## config.mk

```make
export PLATFORM = sky130hd
export DESIGN_NAME = variable_bucket_histogram
export DESIGN_NICKNAME = d
export VERILOG_FILES = /design/src/hdl/vbh_pkg.sv /design/src/hdl/vbh_front.sv /design/src/hdl/vbh_back.sv /design/src/hdl/variable_bucket_histogram.sv
export SDC_FILE = /design/constraint.sdc
export NUM_CORES = 2
export LEC_CHECK = 0
export BUFFER_PORTS_ARGS = -buffer_cell sky130_fd_sc_hd__buf_2
export CAP_MARGIN = 40
export CORE_MARGIN = 4
export CORE_UTILIZATION = 25
export CTS_BUF_LIST = sky130_fd_sc_hd__clkbuf_16
export DETAILED_ROUTE_END_ITERATION = 16
export SLEW_MARGIN = 5
export SYNTH_ARGS = -nofsm -noshare
export SYNTH_HDL_FRONTEND = slang
export SYNTH_SLANG_ARGS = --single-unit
```

## constraint.sdc

```tcl
create_clock -name clk -period 17.1 [get_ports clk]
set_input_delay 3.42 -clock clk [delete_from_list [all_inputs] [get_ports clk]]
set_output_delay 3.42 -clock clk [all_outputs]
set_load 0.05 [all_outputs]
```

## src/hdl/vbh_pkg.sv

```systemverilog
package vbh_pkg;

  // Input request as it arrives on the input channel.
  typedef struct packed {
    logic [2:0]  kind;
    logic [31:0] value;
    logic [3:0]  bucket_index;
  } in_item_t;

  // Result as it leaves on the output channel.
  typedef struct packed {
    logic [1:0]  status;
    logic [3:0]  hit_index;
    logic [31:0] low_bound;
    logic [31:0] high_bound;
    logic [47:0] item_count;
    logic [63:0] length_sum;
  } out_item_t;

  // Request kinds on the input channel.
  localparam logic [2:0] KIND_ADD   = 3'd0;
  localparam logic [2:0] KIND_OBS   = 3'd1;
  localparam logic [2:0] KIND_READ  = 3'd2;
  localparam logic [2:0] KIND_TOTAL = 3'd3;
  localparam logic [2:0] KIND_CLEAR = 3'd4;

  // Decoded operation handed from the front end to the back end.
  typedef enum logic [2:0] {
    OP_ADD,
    OP_OBS,
    OP_READ,
    OP_TOTAL,
    OP_CLEAR,
    OP_NOP
  } op_t;

  typedef struct packed {
    op_t         op;
    logic [31:0] value;
    logic [3:0]  bucket_index;
  } queue_item_t;

  localparam logic [1:0] ST_OK        = 2'd0;
  localparam logic [1:0] ST_FULL      = 2'd1;
  localparam logic [1:0] ST_BAD_INDEX = 2'd2;
  localparam logic [1:0] ST_NO_BUCKET = 2'd3;

endpackage

```

## src/hdl/vbh_front.sv

```systemverilog
module vbh_front import vbh_pkg::*; #(
  parameter int LENGTH_BITS = 32
) (
  input  logic        clk,
  input  logic        rst_n,
  input  logic        in_valid,
  output logic        in_stall,
  input  in_item_t    in_data,
  output logic        q_valid,
  output queue_item_t q_item,
  input  logic        q_pop
);

  localparam int LW = (LENGTH_BITS < 32) ? LENGTH_BITS : 32;
  localparam logic [31:0] VAL_MASK = (LW >= 32) ? 32'hFFFF_FFFF : 32'((64'd1 << LW) - 64'd1);

  queue_item_t ent_r [2];
  logic        wptr_r, wptr_nxt;
  logic        rptr_r, rptr_nxt;
  logic [1:0]  fill_r, fill_nxt;
  logic        push;
  queue_item_t new_item;

  always_comb begin
    new_item.value        = in_data.value & VAL_MASK;
    new_item.bucket_index = in_data.bucket_index;
    case (in_data.kind)
      KIND_ADD:   new_item.op = OP_ADD;
      KIND_OBS:   new_item.op = OP_OBS;
      KIND_READ:  new_item.op = OP_READ;
      KIND_TOTAL: new_item.op = OP_TOTAL;
      KIND_CLEAR: new_item.op = OP_CLEAR;
      default:    new_item.op = OP_NOP;
    endcase
  end

  assign in_stall = (fill_r == 2'd2);
  assign push     = in_valid && !in_stall;
  assign q_valid  = (fill_r != 2'd0);
  assign q_item   = ent_r[rptr_r];

  always_comb begin
    wptr_nxt = push ? ~wptr_r : wptr_r;
    rptr_nxt = (q_pop && q_valid) ? ~rptr_r : rptr_r;
    fill_nxt = fill_r;
    if (push && !(q_pop && q_valid)) begin
      fill_nxt = fill_r + 2'd1;
    end else if (!push && q_pop && q_valid) begin
      fill_nxt = fill_r - 2'd1;
    end
  end

  always_ff @(posedge clk) begin
    if (push) begin
      ent_r[wptr_r] <= new_item;
    end
  end

  always_ff @(posedge clk) begin
    if (!rst_n) begin
      wptr_r <= 1'b0;
      rptr_r <= 1'b0;
      fill_r <= 2'd0;
    end else begin
      wptr_r <= wptr_nxt;
      rptr_r <= rptr_nxt;
      fill_r <= fill_nxt;
    end
  end

endmodule

```

## src/hdl/vbh_back.sv

```systemverilog
module vbh_back import vbh_pkg::*; #(
  parameter int BUCKETS     = 16,
  parameter int LENGTH_BITS = 32
) (
  input  logic        clk,
  input  logic        rst_n,
  input  logic        cfg_wr_en,
  input  logic [31:0] cfg_wr_data,
  input  logic        q_valid,
  input  queue_item_t q_item,
  output logic        q_pop,
  output logic        out_valid,
  input  logic        out_stall,
  output out_item_t   out_data
);

  localparam int LW = (LENGTH_BITS < 32) ? LENGTH_BITS : 32;
  localparam int IW = (BUCKETS > 1) ? $clog2(BUCKETS) : 1;
  localparam int UW = $clog2(BUCKETS + 1);
  localparam logic [UW-1:0] FULL_COUNT = UW'(BUCKETS);

  typedef enum logic [4:0] {
    S_IDLE  = 5'b00001,
    S_LOAD  = 5'b00010,
    S_SCAN  = 5'b00100,
    S_FETCH = 5'b01000,
    S_RESP  = 5'b10000
  } state_t;

  function automatic logic [47:0] sat_inc48(input logic [47:0] a);
    sat_inc48 = (a == '1) ? a : a + 48'd1;
  endfunction

  function automatic logic [63:0] sat_add64(input logic [63:0] a, input logic [63:0] b);
    logic [64:0] s;
    s = {1'b0, a} + {1'b0, b};
    sat_add64 = s[64] ? '1 : s[63:0];
  endfunction

  // Tables, one write port and one registered read port each.
  logic [LW-1:0] bound_mem [BUCKETS];
  logic [47:0]   count_mem [BUCKETS];
  logic [63:0]   sum_mem   [BUCKETS];
  logic [LW-1:0] bound_q;
  logic [47:0]   count_q;
  logic [63:0]   sum_q;
  logic [IW-1:0] rd_addr;
  logic [IW-1:0] wr_addr;
  logic          bound_we;
  logic          cs_we;
  logic [LW-1:0] wr_bound;
  logic [47:0]   wr_count;
  logic [63:0]   wr_sum;

  state_t        state_r, state_nxt;
  logic [31:0]   max_len_r;
  logic [UW-1:0] used_r, used_nxt;
  logic [47:0]   tot_items_r, tot_items_nxt;
  logic [63:0]   tot_len_r, tot_len_nxt;
  queue_item_t   cur_r, cur_nxt;

  logic [1:0]    st_r, st_nxt;
  logic [IW-1:0] hit_r, hit_nxt;
  logic [LW-1:0] lo_r, lo_nxt;
  logic [31:0]   hi_r, hi_nxt;
  logic [47:0]   cnt_r, cnt_nxt;
  logic [63:0]   sum_r, sum_nxt;

  logic [UW-1:0] iss_r, iss_nxt;
  logic          pend_r, pend_nxt;
  logic [IW-1:0] pidx_r, pidx_nxt;
  logic          le_have_r, le_have_nxt;
  logic [IW-1:0] le_i_r, le_i_nxt;
  logic [LW-1:0] le_b_r, le_b_nxt;
  logic          min_have_r, min_have_nxt;
  logic [IW-1:0] min_i_r, min_i_nxt;
  logic [LW-1:0] min_b_r, min_b_nxt;

  logic          out_valid_r, out_valid_nxt;
  out_item_t     out_data_r, out_data_nxt;

  logic [IW+3:0] bext;
  logic [IW+3:0] hit_ext;
  logic [LW-1:0] cur_val;
  logic          scan_done;
  logic          out_load;

  assign bext      = (IW + 4)'(q_item.bucket_index);
  assign hit_ext   = (IW + 4)'(hit_r);
  assign cur_val   = cur_r.value[LW-1:0];
  assign scan_done = !pend_r && (iss_r >= used_r);
  assign out_load  = (state_r == S_RESP) && (!out_valid_r || !out_stall);
  assign q_pop     = (state_r == S_IDLE) && q_valid;
  assign out_valid = out_valid_r;
  assign out_data  = out_data_r;

  always_ff @(posedge clk) begin
    if (bound_we) begin
      bound_mem[wr_addr] <= wr_bound;
    end
    bound_q <= bound_mem[rd_addr];
  end

  always_ff @(posedge clk) begin
    if (cs_we) begin
      count_mem[wr_addr] <= wr_count;
      sum_mem[wr_addr]   <= wr_sum;
    end
    count_q <= count_mem[rd_addr];
    sum_q   <= sum_mem[rd_addr];
  end

  always_comb begin
    state_nxt     = state_r;
    used_nxt      = used_r;
    tot_items_nxt = tot_items_r;
    tot_len_nxt   = tot_len_r;
    cur_nxt       = cur_r;
    st_nxt        = st_r;
    hit_nxt       = hit_r;
    lo_nxt        = lo_r;
    hi_nxt        = hi_r;
    cnt_nxt       = cnt_r;
    sum_nxt       = sum_r;
    iss_nxt       = iss_r;
    pend_nxt      = 1'b0;
    pidx_nxt      = pidx_r;
    le_have_nxt   = le_have_r;
    le_i_nxt      = le_i_r;
    le_b_nxt      = le_b_r;
    min_have_nxt  = min_have_r;
    min_i_nxt     = min_i_r;
    min_b_nxt     = min_b_r;
    rd_addr       = iss_r[IW-1:0];
    wr_addr       = used_r[IW-1:0];
    bound_we      = 1'b0;
    cs_we         = 1'b0;
    wr_bound      = q_item.value[LW-1:0];
    wr_count      = '0;
    wr_sum        = '0;

    case (state_r)
      S_IDLE: begin
        if (q_valid) begin
          cur_nxt      = q_item;
          st_nxt       = ST_OK;
          hit_nxt      = '0;
          lo_nxt       = '0;
          hi_nxt       = '0;
          cnt_nxt      = '0;
          sum_nxt      = '0;
          iss_nxt      = '0;
          le_have_nxt  = 1'b0;
          min_have_nxt = 1'b0;
          state_nxt    = S_RESP;
          case (q_item.op)
            OP_ADD: begin
              if (used_r == FULL_COUNT) begin
                st_nxt = ST_FULL;
              end else begin
                bound_we = 1'b1;
                cs_we    = 1'b1;
                hit_nxt  = used_r[IW-1:0];
                used_nxt = used_r + 1'b1;
              end
            end
            OP_OBS: begin
              tot_items_nxt = sat_inc48(tot_items_r);
              tot_len_nxt   = sat_add64(tot_len_r, 64'(q_item.value[LW-1:0]));
              state_nxt     = S_SCAN;
            end
            OP_READ: begin
              if (32'(q_item.bucket_index) >= 32'(used_r)) begin
                st_nxt = ST_BAD_INDEX;
              end else begin
                rd_addr   = bext[IW-1:0];
                hit_nxt   = bext[IW-1:0];
                state_nxt = S_LOAD;
              end
            end
            OP_TOTAL: begin
              cnt_nxt = tot_items_r;
              sum_nxt = tot_len_r;
            end
            OP_CLEAR: begin
              used_nxt      = '0;
              tot_items_nxt = '0;
              tot_len_nxt   = '0;
            end
            default: begin
            end
          endcase
        end
      end

      S_LOAD: begin
        lo_nxt    = bound_q;
        cnt_nxt   = count_q;
        sum_nxt   = sum_q;
        state_nxt = S_SCAN;
      end

      S_SCAN: begin
        // One bound is fetched per cycle; its registered data is compared in the next cycle.
        if (iss_r < used_r) begin
          rd_addr  = iss_r[IW-1:0];
          iss_nxt  = iss_r + 1'b1;
          pend_nxt = 1'b1;
          pidx_nxt = iss_r[IW-1:0];
        end
        if (pend_r) begin
          if (cur_r.op == OP_OBS) begin
            if (bound_q <= cur_val && (!le_have_r || bound_q >= le_b_r)) begin
              le_have_nxt = 1'b1;
              le_i_nxt    = pidx_r;
              le_b_nxt    = bound_q;
            end
            if (!min_have_r || bound_q <= min_b_r) begin
              min_have_nxt = 1'b1;
              min_i_nxt    = pidx_r;
              min_b_nxt    = bound_q;
            end
          end else begin
            // Upper end search: the smallest bound strictly above this one.
            if (bound_q > lo_r && (!min_have_r || bound_q < min_b_r)) begin
              min_have_nxt = 1'b1;
              min_b_nxt    = bound_q;
            end
          end
        end
        if (scan_done) begin
          if (cur_r.op == OP_OBS) begin
            if (!min_have_r || 32'(cur_val) > max_len_r) begin
              st_nxt    = ST_NO_BUCKET;
              state_nxt = S_RESP;
            end else begin
              hit_nxt   = le_have_r ? le_i_r : min_i_r;
              rd_addr   = le_have_r ? le_i_r : min_i_r;
              state_nxt = S_FETCH;
            end
          end else begin
            hi_nxt    = min_have_r ? 32'(min_b_r) - 32'd1 : max_len_r;
            state_nxt = S_RESP;
          end
        end
      end

      S_FETCH: begin
        wr_addr   = hit_r;
        cs_we     = 1'b1;
        wr_count  = sat_inc48(count_q);
        wr_sum    = sat_add64(sum_q, 64'(cur_val));
        state_nxt = S_RESP;
      end

      S_RESP: begin
        if (out_load) begin
          state_nxt = S_IDLE;
        end
      end

      default: begin
        state_nxt = S_IDLE;
      end
    endcase
  end

  always_comb begin
    out_valid_nxt = out_valid_r;
    out_data_nxt  = out_data_r;
    if (out_load) begin
      out_valid_nxt           = 1'b1;
      out_data_nxt.status     = st_r;
      out_data_nxt.hit_index  = hit_ext[3:0];
      out_data_nxt.low_bound  = 32'(lo_r);
      out_data_nxt.high_bound = hi_r;
      out_data_nxt.item_count = cnt_r;
      out_data_nxt.length_sum = sum_r;
    end else if (!out_stall) begin
      out_valid_nxt = 1'b0;
    end
  end

  always_ff @(posedge clk) begin
    cur_r      <= cur_nxt;
    st_r       <= st_nxt;
    hit_r      <= hit_nxt;
    lo_r       <= lo_nxt;
    hi_r       <= hi_nxt;
    cnt_r      <= cnt_nxt;
    sum_r      <= sum_nxt;
    iss_r      <= iss_nxt;
    pidx_r     <= pidx_nxt;
    le_i_r     <= le_i_nxt;
    le_b_r     <= le_b_nxt;
    min_i_r    <= min_i_nxt;
    min_b_r    <= min_b_nxt;
    out_data_r <= out_data_nxt;
  end

  always_ff @(posedge clk) begin
    if (!rst_n) begin
      state_r     <= S_IDLE;
      max_len_r   <= 32'hFFFF_FFFF;
      used_r      <= '0;
      tot_items_r <= '0;
      tot_len_r   <= '0;
      pend_r      <= 1'b0;
      le_have_r   <= 1'b0;
      min_have_r  <= 1'b0;
      out_valid_r <= 1'b0;
    end else begin
      state_r     <= state_nxt;
      if (cfg_wr_en) begin
        max_len_r <= cfg_wr_data;
      end
      used_r      <= used_nxt;
      tot_items_r <= tot_items_nxt;
      tot_len_r   <= tot_len_nxt;
      pend_r      <= pend_nxt;
      le_have_r   <= le_have_nxt;
      min_have_r  <= min_have_nxt;
      out_valid_r <= out_valid_nxt;
    end
  end

endmodule

```

## src/hdl/variable_bucket_histogram.sv

```systemverilog
// Histogram with software-defined bucket lower bounds. Requests are decoded by a
// front end into a two-entry queue and carried out one at a time by a back end
// that keeps the bound, count and length-sum tables in memories with one write
// port and one registered read port each. Adding a bound, reading the totals,
// clearing and unknown kinds go straight to the response state. An observation
// and a read of a bucket in use first scan the N buckets in use, one entry per
// cycle through the registered read port of the bound memory. A stalled output
// holds a new result in the response state while the previous one still waits.
// The input side keeps accepting requests into the queue while the back end
// works, until the queue is full, and a finished result waits in an output
// register while the next request is taken. All counters saturate. max_length
// may only be written while the block is idle.
module variable_bucket_histogram import vbh_pkg::*; #(
  parameter int BUCKETS     = 16,
  parameter int LENGTH_BITS = 32
) (
  input  logic        clk,
  input  logic        rst_n,
  input  logic        in_valid,
  output logic        in_stall,
  input  in_item_t    in_data,
  output logic        out_valid,
  input  logic        out_stall,
  output out_item_t   out_data,
  input  logic        cfg_wr_en,
  input  logic [31:0] cfg_wr_data
);

  logic        q_valid;
  queue_item_t q_item;
  logic        q_pop;

  vbh_front #(
    .LENGTH_BITS (LENGTH_BITS)
  ) u_front (
    .clk      (clk),
    .rst_n    (rst_n),
    .in_valid (in_valid),
    .in_stall (in_stall),
    .in_data  (in_data),
    .q_valid  (q_valid),
    .q_item   (q_item),
    .q_pop    (q_pop)
  );

  vbh_back #(
    .BUCKETS     (BUCKETS),
    .LENGTH_BITS (LENGTH_BITS)
  ) u_back (
    .clk         (clk),
    .rst_n       (rst_n),
    .cfg_wr_en   (cfg_wr_en),
    .cfg_wr_data (cfg_wr_data),
    .q_valid     (q_valid),
    .q_item      (q_item),
    .q_pop       (q_pop),
    .out_valid   (out_valid),
    .out_stall   (out_stall),
    .out_data    (out_data)
  );

endmodule

```

==> flow_metrics.tcl <==
set metrics [dict create \
    async_flop_share_pct 0 \
    final_cells 17181 \
    final_layout_size_suffix_gt1_share_pct 12.0 \
    finalNetCount 10309 \
    yosysMostFrequentCell "edfxtp_1" \
    crit_type "reg2reg" \
    synthMuxAreaShare_pct 3.91 \
    io_pins 260 \
    skew_ps 81.5 \
    dp.cells 16542 \
    seq_area_frac_synth_pct 71.4 \
    netlist_area_um2 129000 \
    antenna_found_initial 36 \
    critical_path.slowest_cell "buf_4" \
    ys_top_cells_by_area "edfxtp_1 67%, nand2_1 5.6%, dfxtp_1 4.8%" \
    synth.distinct_cells 92 \
    syn_nets 9884 \
    worstHoldStart "u_back.sum_r[61]$_DFFE_PP_" \
    required_ps 17920 \
    status "finished, final reports clean" \
    synth_top_family_by_area "simple AND/OR/NAND/NOR gates" \
    clockBufferDepth 4 \
    synth_top_area_share_pct 66.6 \
    p_per_area_nw_per_um2 143 \
    clkLatencyLatePin_ps 950 \
    hpwl_um 248000 \
    start_util_pct 25.1 \
    synth-edff-count 2862 \
    critical_path.max_stage_delay_ps 780 \
    synth_adder_area_share_pct 2.35 \
    sequentialPowerShare_pct 44.5 \
    cts_resized 0 \
    min_period_over_period_pct 41.1 \
    synth_compound_area_share_pct 6.34 \
    syn_inst 9567 \
    p_comb_share_pct 22.9 \
    drv_slew 0 \
    cpMostUsedCell "buf_4" \
    drc 0 \
    drt_wl_total_um 403000 \
    p_int_mw 14.5 \
    path_max_fanout 121 \
    relSlewSlack_pct 28.5 \
    drt_iter0_drc 10185 \
    yosys_warnings 0 \
    antenna_left 0 \
    clockPowerShare_pct 32.5 \
    area_delta_synth_final_pct 17.0 \
    cts_root_buffer "clkbuf_16" \
    cts_sinks 3169 \
    leakagePower_nw 52.1 \
    row_count 263 \
    hp-class "reg2reg" \
    fillers 51309 \
    critPathCaptureType "flip-flop" \
    synth_top_area_cell "edfxtp_1" \
    ys_seq_elements 3169 \
    min_period_ps 7030 \
    ctsHoldBuffers 0 \
    finalHoldViolCount 0 \
    grt_pass1_vias 77297 \
    grt_pass1_wl_um 570000 \
    vias 83144 \
    die_height_um 726 \
    synth_common_cells "2862 x edfxtp_1, 1911 x nand2_1, 927 x nand3_1, 371 x mux2i_1, 351 x a21oi_1" \
    avgSynthCellArea_um2 13.5 \
    cts_tree "yes" \
    path_cells "buf_4, mux2_2, ha_1, a21o_1, a21oi_1, o21ai_0, nor2_1, a32oi_1, nor2b_4, buf_4, buf_4, buf_12, mux4_2, a22oi_1, o211ai_1" \
    yosys.area_share.simple_pct 12.4 \
    rsz0062_at_grt "false" \
    switching_share_pct 32.6 \
    htreeDepth 5 \
    overflow 0 \
    grt_max_degree 173 \
    power.switching_mw 7.01 \
    clkTransAtPathRegs_ps 60 \
    setup_viol 0 \
    wl_per_cell_um 23.5 \
    worst-endpoint-arrival_ps 7850 \
    tns_ps 0 \
    synth_xor_area_share_pct 1.20 \
    gp_congestion 0.894 \
    numCtsBuffers 334 \
    grt_usage_pct 14.6 \
    synthFlopType "edfxtp_1" \
    drt-pass1-iter-count 6 \
    post_cts_buffers 0 \
    vias_per_cell 4.84 \
    max-cap-violations 0 \
    start_kind "flip-flop" \
    max_freq_mhz 142 \
    design.core.area_um2 514000 \
    irDropWorstVdd_mv 0.103 \
    die_w_um 726 \
    dieArea_um2 527000 \
    worst_pin_slew_ps 1070 \
    io_buffers 259 \
]
metrics by stage:
stage	setup slack [ps]	util [%]	power (mW)	hold WS [ps]	cell area (um2)
floorplan	4140	-	12.6	400	129000
global placement	9770	27.0	14.5	403	139000
detailed placement	10120	27.3	14.6	405	140000
CTS	10070	29.3	21.6	418	151000
global route	9730	29.4	22.4	421	151000
finish	10070	29.4	21.5	419	151000
state kept, by name (all words and copies together), names as in the netlist, 64 cells and up, named ones only:
register / count
u_back.tot_len_r: 64
u_back.bound_mem: 512
u_back.sum_r: 64
u_back.count_mem: 768
u_back.sum_mem: 1024
u_back.out_data: 182
u_back.sum_q: 64
u_front.ent_r: 78
cell families after synthesis:
family / count (synthesis)
mux: 450
buf+inv: 716
flops: 3169
compound gates: 1214
xor+xnor: 176
simple gates: 3601
fa+ha+maj: 241
layout by cell type (no fill, tap or decap), drive strengths merged, types with 70 or more instances in the layout:
| cell type | synthesis | routed |
|---|---|---|
| edfxtp | 2862 | 2862 |
| nand2 | 1913 | 1913 |
| nand3 | 927 | 927 |
| buf | 299 | 590 |
| mux2i | 373 | 373 |
| a21oi | 353 | 353 |
| clkbuf | 204 | 342 |
| inv | 213 | 310 |
| dfxtp | 307 | 307 |
| nor2 | 297 | 297 |
| ha | 239 | 239 |
| o21ai | 183 | 183 |
| clkinv | 0 | 145 |
| o211ai | 128 | 128 |
| a22o | 124 | 124 |
| a32oi | 90 | 90 |
| xnor2 | 89 | 89 |
| xor2 | 87 | 87 |
| a21o | 78 | 78 |
| and3 | 78 | 78 |
| nand4 | 75 | 75 |
| nor3 | 70 | 70 |
layout make-up:
class	instances	area (um2)	area share (%)
clock inverters	276	1970	1.31
clock buffers	341	8530	5.66
well taps	6890	8620	5.71
diodes	18	45.0	0.0299
flip-flops and latches	3169	92100	61.0
repair buffers	592	4610	3.06
inverters	213	800	0.530
multi-input cells	5682	34200	22.7
critical path: cells and delay by family, from the launching register on:
family                     cells  cell delay, ps
DFF                            1             590
and+or+nand+nor                2             840
AOI/OAI and AO/OA              6            1250
adders and majority gates      1             280
muxes                          2            1010
buffers and inverters          4            2660
final timing paths:
kind | end | slack (ps) | cells past startpoint
worst max-delay path | u_back.count_q[2]$_DFF_P_ | 10070 | 15
worst max register to register | u_back.count_q[2]$_DFF_P_ | 10070 | 15
worst min-delay path | u_back.out_data[61]$_DFFE_PP_ | 420 | 0
worst min register to register | u_back.out_data[61]$_DFFE_PP_ | 420 | 0
power groups by stage:
stage	combinational (mW)	sequential (mW)	clock (mW)
global route	5.31	9.60	7.45
global placement	4.74	9.73	0
detailed placement	4.86	9.73	0
finish	4.93	9.59	7.00
CTS	4.88	9.57	7.12
floorplan	3.01	9.54	0
per-layer routing:
layer	vias up	wire length (um)	GRT usage, %
met5	-	79	0
met4	12	13900	4.73
met3	659	38400	2.72
met2	4028	179000	22.5
met1	41981	171000	20.6
li1	36464	-	-
Note: power is estimated with default switching activity, not from simulation.
